<file path="src/rtl/core/dtlb_pkg.sv">
`timescale 1ns / 1ps
// ----------------------------------------------------------------------------
// Drop-tail link buffer package
// Shared widths, register indexes, accounting commands and record types.
// ----------------------------------------------------------------------------
package dtlb_pkg;

  localparam int BufferDepth = 128;
  localparam int IdxW        = $clog2(BufferDepth);
  localparam int OccW        = $clog2(BufferDepth + 1);

  localparam int TimeW       = 48;
  localparam int BytesW      = 16;
  localparam int NpbW        = 20;
  localparam int LimitW      = 8;
  localparam int ProdW       = BytesW + NpbW;
  localparam int QBytesW     = $clog2(BufferDepth * 65535 + 1);
  localparam int PktCntW     = 32;
  localparam int ByteCntW    = 48;
  localparam int DelayW      = 40;
  localparam int DelaySumW   = 56;

  localparam int QPktOutW    = 8;
  localparam int QByteOutW   = 23;

  localparam int CfgIdxW     = 1;
  localparam int CfgDataW    = 20;

  localparam logic [CfgIdxW-1:0] CfgNsPerByte   = 1'b0;
  localparam logic [CfgIdxW-1:0] CfgBufferLimit = 1'b1;

  localparam logic [NpbW-1:0]   NsPerByteRst = 20'd1000;
  localparam logic [LimitW-1:0] LimitRst     = 8'd100;

  typedef enum logic [1:0] {
    AcctNone,
    AcctRetire,
    AcctDrop,
    AcctEnqueue
  } acct_op_e;

  typedef struct packed {
    acct_op_e            op;
    logic [BytesW-1:0]   bytes;
    logic [DelayW-1:0]   delay;
  } acct_cmd_t;

  typedef struct packed {
    logic [OccW-1:0]      occ_p;
    logic [QBytesW-1:0]   occ_b;
    logic [PktCntW-1:0]   sent_p;
    logic [ByteCntW-1:0]  sent_b;
    logic [PktCntW-1:0]   lost_p;
    logic [ByteCntW-1:0]  lost_b;
    logic [OccW-1:0]      peak_p;
    logic [QBytesW-1:0]   peak_b;
    logic [DelaySumW-1:0] delay_sum;
  } acct_stat_t;

  typedef struct packed {
    logic [TimeW-1:0]  dep;
    logic [BytesW-1:0] bytes;
    logic [DelayW-1:0] delay;
  } slot_t;

  typedef struct packed {
    logic       accepted;
    logic       dropped;
    acct_stat_t stat;
  } rsp_t;

endpackage

</file>
<file path="src/rtl/core/dtlb_acct.sv">
`timescale 1ns / 1ps
// ----------------------------------------------------------------------------
// Drop-tail link buffer accounting unit
// Shared saturating adders that apply one retire, drop or enqueue per cycle.
// ----------------------------------------------------------------------------
module dtlb_acct (
  input  logic                  clk_i,
  input  logic                  rst_ni,
  input  dtlb_pkg::acct_cmd_t   cmd_i,
  output dtlb_pkg::acct_stat_t  stat_o
);

  localparam int CntSumW  = dtlb_pkg::PktCntW + 1;
  localparam int ByteSumW = dtlb_pkg::ByteCntW + 1;
  localparam int DlySumW  = dtlb_pkg::DelaySumW + 1;

  dtlb_pkg::acct_stat_t stat_q, stat_d;

  logic                           is_retire;
  logic [dtlb_pkg::PktCntW-1:0]   cnt_a;
  logic [CntSumW-1:0]             cnt_sum;
  logic [dtlb_pkg::PktCntW-1:0]   cnt_sat;
  logic [dtlb_pkg::ByteCntW-1:0]  byte_a;
  logic [ByteSumW-1:0]            byte_sum;
  logic [dtlb_pkg::ByteCntW-1:0]  byte_sat;
  logic [DlySumW-1:0]             dly_sum;
  logic [dtlb_pkg::DelaySumW-1:0] dly_sat;
  logic [dtlb_pkg::QBytesW-1:0]   occ_b_next;
  logic [dtlb_pkg::OccW-1:0]      occ_p_inc;

  assign is_retire = (cmd_i.op == dtlb_pkg::AcctRetire);
  assign cnt_a     = is_retire ? stat_q.sent_p : stat_q.lost_p;
  assign cnt_sum   = {1'b0, cnt_a} + CntSumW'(1);
  assign cnt_sat   = cnt_sum[CntSumW-1] ? '1 : cnt_sum[CntSumW-2:0];
  assign byte_a    = is_retire ? stat_q.sent_b : stat_q.lost_b;
  assign byte_sum  = {1'b0, byte_a} + ByteSumW'(cmd_i.bytes);
  assign byte_sat  = byte_sum[ByteSumW-1] ? '1 : byte_sum[ByteSumW-2:0];
  assign dly_sum   = {1'b0, stat_q.delay_sum} + DlySumW'(cmd_i.delay);
  assign dly_sat   = dly_sum[DlySumW-1] ? '1 : dly_sum[DlySumW-2:0];
  assign occ_b_next = is_retire
                    ? stat_q.occ_b - dtlb_pkg::QBytesW'(cmd_i.bytes)
                    : stat_q.occ_b + dtlb_pkg::QBytesW'(cmd_i.bytes);
  assign occ_p_inc = stat_q.occ_p + dtlb_pkg::OccW'(1);

  always_comb begin
    stat_d = stat_q;
    case (cmd_i.op)
      dtlb_pkg::AcctRetire: begin
        stat_d.sent_p    = cnt_sat;
        stat_d.sent_b    = byte_sat;
        stat_d.delay_sum = dly_sat;
        stat_d.occ_p     = stat_q.occ_p - dtlb_pkg::OccW'(1);
        stat_d.occ_b     = occ_b_next;
      end
      dtlb_pkg::AcctDrop: begin
        stat_d.lost_p = cnt_sat;
        stat_d.lost_b = byte_sat;
      end
      dtlb_pkg::AcctEnqueue: begin
        stat_d.occ_p = occ_p_inc;
        stat_d.occ_b = occ_b_next;
        if (occ_p_inc > stat_q.peak_p) begin
          stat_d.peak_p = occ_p_inc;
        end
        if (occ_b_next > stat_q.peak_b) begin
          stat_d.peak_b = occ_b_next;
        end
      end
      default: begin
      end
    endcase
  end

  always_ff @(posedge clk_i or negedge rst_ni) begin
    if (!rst_ni) begin
      stat_q <= '0;
    end else begin
      stat_q <= stat_d;
    end
  end

  assign stat_o = stat_q;

endmodule

</file>
<file path="config.mk">
export PLATFORM = sky130hd
export DESIGN_NAME = dtlb_acct
export DESIGN_NICKNAME = d
export VERILOG_FILES = /design/src/rtl/core/dtlb_pkg.sv /design/src/rtl/core/dtlb_acct.sv
export SDC_FILE = /design/constraint.sdc
export NUM_CORES = 1
export LEC_CHECK = 0
export BUFFER_PORTS_ARGS = -buffer_cell sky130_fd_sc_hd__buf_2
export CAP_MARGIN = 20
export CORE_MARGIN = 1.5
export CORE_UTILIZATION = 30
export DETAILED_ROUTE_END_ITERATION = 8
export PLACE_DENSITY = 0.47
export SETUP_SLACK_MARGIN = 0.05
export SLEW_MARGIN = 20
export SYNTH_ARGS = -nofsm -noshare
export SYNTH_HDL_FRONTEND = slang
export SYNTH_SLANG_ARGS = --single-unit
</file>
<file path="constraint.sdc">
create_clock -name clk_i -period 9.75 [get_ports clk_i]
set_clock_uncertainty 0.05 [all_clocks]
set_input_delay 0.975 -clock clk_i [delete_from_list [all_inputs] [get_ports clk_i]]
set_output_delay 0.975 -clock clk_i [all_outputs]
set_load 0.02 [all_outputs]
</file>
======== After elaboration in Yosys (flattened, before gate mapping) ========
Cells that the tools add are included.
cells by class
  reductions and logical operators ........ 3
  add/sub/neg operators ................... 7
  mux-type cells .......................... 7
  equality and inequality tests ........... 3
  magnitude comparators ................... 2
operator list
  kind                                               count
  2-to-1 mux 48 bit                                  2
  2-to-1 mux 32 bit                                  2
  case mux 31 bit (2 select lines)                   1
  adder 56 x 40 -> 57 bit                            1
  2-to-1 mux 56 bit                                  1
  adder 48 x 16 -> 49 bit                            1
  adder 32 x 1 -> 33 bit (second input constant)     1
  adder 23 x 16 -> 23 bit                            1
  greater-than comparator 23 bit                     1
  2-to-1 mux 23 bit                                  1
  subtractor 23 x 16 -> 23 bit                       1
  adder 8 x 1 -> 8 bit (second input constant)       1
  greater-than comparator 8 bit                      1
  subtractor 8 x 1 -> 8 bit (second input constant)  1
  == test 2 bit (second input constant)              2
  AND reduction 2 bit                                2
  == test 2 x 1 -> 1 bit (second input constant)     1
  nonzero test 2 bit                                 1
storage, ports and cells
  logic and storage cells ................. 31
  bits in registers ....................... 278
  bits of input ports ..................... 60
  output and inout bits ................... 278

======== Longest topological paths before layout ========
  depth in word-level cells ............... 4
  gate-level depth with buffers ........... 30
  depth with buffers taken out ............ 23

======== Worst setup path after synthesis ========
Ideal clock, no wire load.
  path type ............................... input -> register
  start point ............................. in cmd_i[57] (netlist bit)
  end point ............................... reg stat_q (netlist bit stat_o[71])
  buffers on the path ..................... 8
  cell stages on the path ................. 29
  path slack .............................. 3.471 ns
  setup time .............................. 0.125 ns
  data arrival time ....................... 6.104 ns
  required time ........................... 9.575 ns
  cell sequence ........................... nand2b_1 buf_4 buf_6 buf_6 buf_2 buf_2 buf_1 buf_1 o31ai_1 xor2_1 ha_1 o21a_1 o31a_1 o21ai_0 nand2b_1 and2_1 o21a_1 nor2_1 xnor2_1 ha_1 a21oi_1 a21oi_1 a2111oi_0 a21oi_1 a211oi_1 o21ai_0 nand4_1 buf_2 mux2_2
between the ends
  longest elaborated chain between the ends .. 4
  elaborated cells on any way between the ends .. 5
  those cells by class .................... 1 x order compare; 2 x eq/ne; 1 x mux; 1 x reduce/logical
ends and longest elaborated chain
  element                               line             source
  start: declaration                    dtlb_acct.sv:9   input dtlb_pkg::acct_cmd_t cmd_i,
  == test 2 x 1 -> 1 bit                dtlb_acct.sv:31  assign is_retire = (cmd_i.op == dtlb_pkg::AcctRetire);
  2-to-1 mux 23 bit                     dtlb_acct.sv:41  ? stat_q.occ_b - dtlb_pkg::QBytesW'(cmd_i.bytes)
  named net occ_b_next (one bit)        dtlb_acct.sv:28  logic [dtlb_pkg::QBytesW-1:0] occ_b_next;
  greater-than comparator 23 bit        dtlb_acct.sv:65  if (occ_b_next > stat_q.peak_b) begin
  AND reduction 2 bit (no source line)  --
  end signal: assignment                dtlb_acct.sv:78  stat_q <= stat_d;
  end: declaration                      dtlb_acct.sv:17  dtlb_pkg::acct_stat_t stat_q, stat_d;
The timed path passes the listed nets, and every way through them passes these cells.
A chain may end at the register's enable or synchronous reset.

======== Final worst setup path ========
  start point ............................. in cmd_i[57] (netlist bit)
  end point ............................... reg stat_q (netlist bit stat_o[78])
Same word-level chain as after synthesis.

==> results.json <==
{
  "status": "finished, final reports clean",
  "relSlewSlack_pct": 32.12,
  "finalSetupTns_ns": 0,
  "post-place-ws_ns": 3.396,
  "synth_fp_nets": 2279,
  "htreeDepth": 2,
  "fill_cells": 6261,
  "power.density_mw_per_mm2": 306.9,
  "antenna_found_initial": 3,
  "async_flop_share_pct": 100.0,
  "routed_wl_um": 65090,
  "die_w_um": 250.9,
  "core_mm2": 0.06058,
  "wire_per_inst_um": 20.23,
  "drt-vias-per-instance": 5.340,
  "cts_made_buffers": 38,
  "final_cells": 3217,
  "leakagePower_uw": 0.01070,
  "root_buffer": "clkbuf_16",
  "drive_above_1_share_pct": 20.64,
  "post_cts_buffers": 0,
  "rows": 90,
  "place_hpwl_um": 48200,
  "synth_top_flop_cell": "dfrtp_1",
  "crit_type": "in2reg",
  "ys_types": 89,
  "cts_repair_resize_count": 0,
  "path_clk_slew_ns": 0.06,
  "crit_path_end_kind": "flip-flop",
  "ios": 338,
  "most-common-layout-cells": "336 x buf_2, 278 x dfrtp_1, 266 x nand2_1",
  "synth_edf_count": 0,
  "grt_util_all_layers_pct": 20.28,
  "hp-class": "in2async",
  "post-route-period-util_pct": 59.33,
  "grt_first_pass_wirelength_um": 100300,
  "drv_slew": 0,
  "grt_overflow": 0,
  "fin_area_mm2": 0.02213,
  "grt_max_degree": 92,
  "setup_violations": 0,
  "area_delta_synth_final_pct": 20.06,
  "grt_pass1_vias": 16751,
  "gp_congestion": 0.8628,
  "largest_reg_flops": 278,
  "tightest_slew_ns": 1.018,
  "reg2reg_slack_ns": 4.86,
  "dieArea_mm2": 0.06294,
  "die_h_um": 250.9,
  "netlist_area_mm2": 0.01843,
  "fmax_mhz": 172.9,
  "clock_latency_ns": 0.56,
  "crit_arrival_ns": 6.18,
  "drv_cap": 0,
  "crit_path_start_kind": "input pin",
  "clock_sinks": 278,
  "dp_cells": 3145,
  "ctsHoldBuffers": 0,
  "first_iter_violations": 872,
  "irDropWorstVdd_v": 0.0001126,
  "nets": 2580,
  "netlist_instances": 2103,
  "final_common_cell": "buf_2",
  "route.detailed.drc": 0,
  "cts_tree": "done",
  "synth-seq-cells": 278,
  "syn_avg_cell_area_um2": 8.766,
  "dr_total_vias": 17178,
  "cp.required_ns": 10.15,
  "portBuffers": 337,
  "drt_first_pass_iters": 5,
  "synth_warnings": 0,
  "rsz0062_at_grt": "no",
  "hold_violations": 0,
  "post_dp_cell_area_mm2": 0.02080,
  "cts_buffer_depth": 3,
  "initial_core_util_pct": 30.43,
  "period_needed_ns": 5.785,
  "setup_slack_ns": 3.965,
  "yosysSeqAreaShare_pct": 37.74,
  "ant_nets": 0,
  "crit_path_max_fanout": 21
}
cells by family (layout without fill, tap and decap cells):
| kind of cell | after synthesis | after routing | share of synthesized area (%) |
|---|---|---|---|
| buffers and inverters | 170 | 499 | 4.052 |
| and+or+nand+nor | 698 | 698 | 18.41 |
| AOI/OAI and AO/OA | 660 | 660 | 22.31 |
| xor gates and xnor gates | 99 | 99 | 4.704 |
| DFF | 278 | 278 | 37.74 |
| other | 0 | 3 | 0 |
| adders and majority gates | 116 | 116 | 7.996 |
| muxes | 82 | 82 | 4.792 |
area by class of cell:
cell class | instances | area (um2) | area share [%]
Tap cell | 782 | 978.4 | 4.421
Inverter | 74 | 277.8 | 1.255
Timing Repair Buffer | 357 | 1867 | 8.435
Clock inverter | 13 | 161.4 | 0.7293
Multi-Input combinational cell | 1655 | 10750 | 48.56
Clock buffer | 55 | 1136 | 5.133
Sequential cell | 278 | 6957 | 31.43
Antenna cell | 3 | 7.507 | 0.03392
worst max-delay path, cell delays in order:
cell and delay [ns]:
buf_2 0.10, buf_4 0.23, nand2b_4 0.26, o21ai_0 0.32, inv_1 0.09, ha_1 0.27
nor2b_1 0.12, o21ai_0 0.24, a21o_1 0.21, a311oi_1 0.13, o31ai_1 0.54, o41a_1 0.32
ha_1 0.26, nand4_1 0.09, a21oi_1 0.05, a2111oi_0 0.42, a21oi_1 0.13, a211oi_1 0.22
o21ai_0 0.10, nand4_1 0.32, buf_4 0.36, mux2_2 0.37
power by group:
| part | switching [uW] | internal, uW |
|---|---|---|
| combinational | 2150 | 1360 |
| sequential | 336 | 1480 |
| clock | 575 | 890 |
| total | 3060 | 3730 |
worst paths after layout:
check / end / cells past startpoint / startpoint
setup / recovery: stat_o[78] / 22 / cmd_i[57]
hold / removal: stat_o[123] / 1 / rst_ni
setup reg to reg: stat_o[78] / 20 / stat_o[247]
hold reg to reg: stat_o[132] / 1 / stat_o[132]
max in group asynchronous: stat_o[248] / 2 / rst_ni
min in group clk_i: stat_o[132] / 1 / stat_o[132]
cell usage after synthesis, types with 5 or more instances:
cell / n / area share [%]
a21o_1: 41 / 1.7
or2_2: 9 / 0.31
and2_1: 20 / 0.68
a31oi_1: 131 / 4.4
dfrtp_1: 278 / 38
buf_4: 5 / 0.20
o21a_1: 26 / 1.1
nor3_1: 35 / 0.95
mux2i_1: 36 / 2.0
and3_1: 48 / 1.6
a21oi_1: 208 / 5.6
a21boi_0: 5 / 0.20
buf_1: 11 / 0.22
a211o_1: 8 / 0.38
nor2b_1: 7 / 0.24
o211ai_1: 8 / 0.33
and4b_1: 6 / 0.33
nor4_1: 9 / 0.31
o21ai_0: 118 / 3.2
o22a_1: 21 / 1.0
a41oi_1: 6 / 0.29
nor2_1: 145 / 3.0
nand4_1: 32 / 1.1
o21bai_1: 13 / 0.53
mux2_2: 42 / 2.6
a211oi_1: 11 / 0.45
clkbuf_1: 51 / 1.0
or3_1: 7 / 0.24
inv_1: 74 / 1.5
buf_2: 21 / 0.57
nand2_1: 266 / 5.4
ha_1: 113 / 7.7
or2_1: 8 / 0.27
o31ai_1: 14 / 0.57
buf_6: 7 / 0.43
xnor2_1: 55 / 2.6
xor2_1: 44 / 2.1
nand2b_1: 16 / 0.54
nand3_1: 56 / 1.5
metal layers:
metal | vias up | global-route usage, % | routed length (um)
li1 | 8312 | - | -
met5 | - | 0 | 12
met1 | 8364 | 27.75 | 30150
met4 | 2 | 4.854 | 1252
met2 | 426 | 32.23 | 29570
met3 | 74 | 4.825 | 4098
through the flow:
stage               util [%]  hold slack (ns)  total power (uW)
finish                 36.53           0.4133              6792
global route           36.52           0.4576              7338
CTS                    36.47           0.4258              6855
detailed placement     34.33           0.4455              5349
global placement       34.33           0.4360              5318
floorplan                  -           0.5364              4240
No activity file was read; power rests on OpenSTA's default activity.
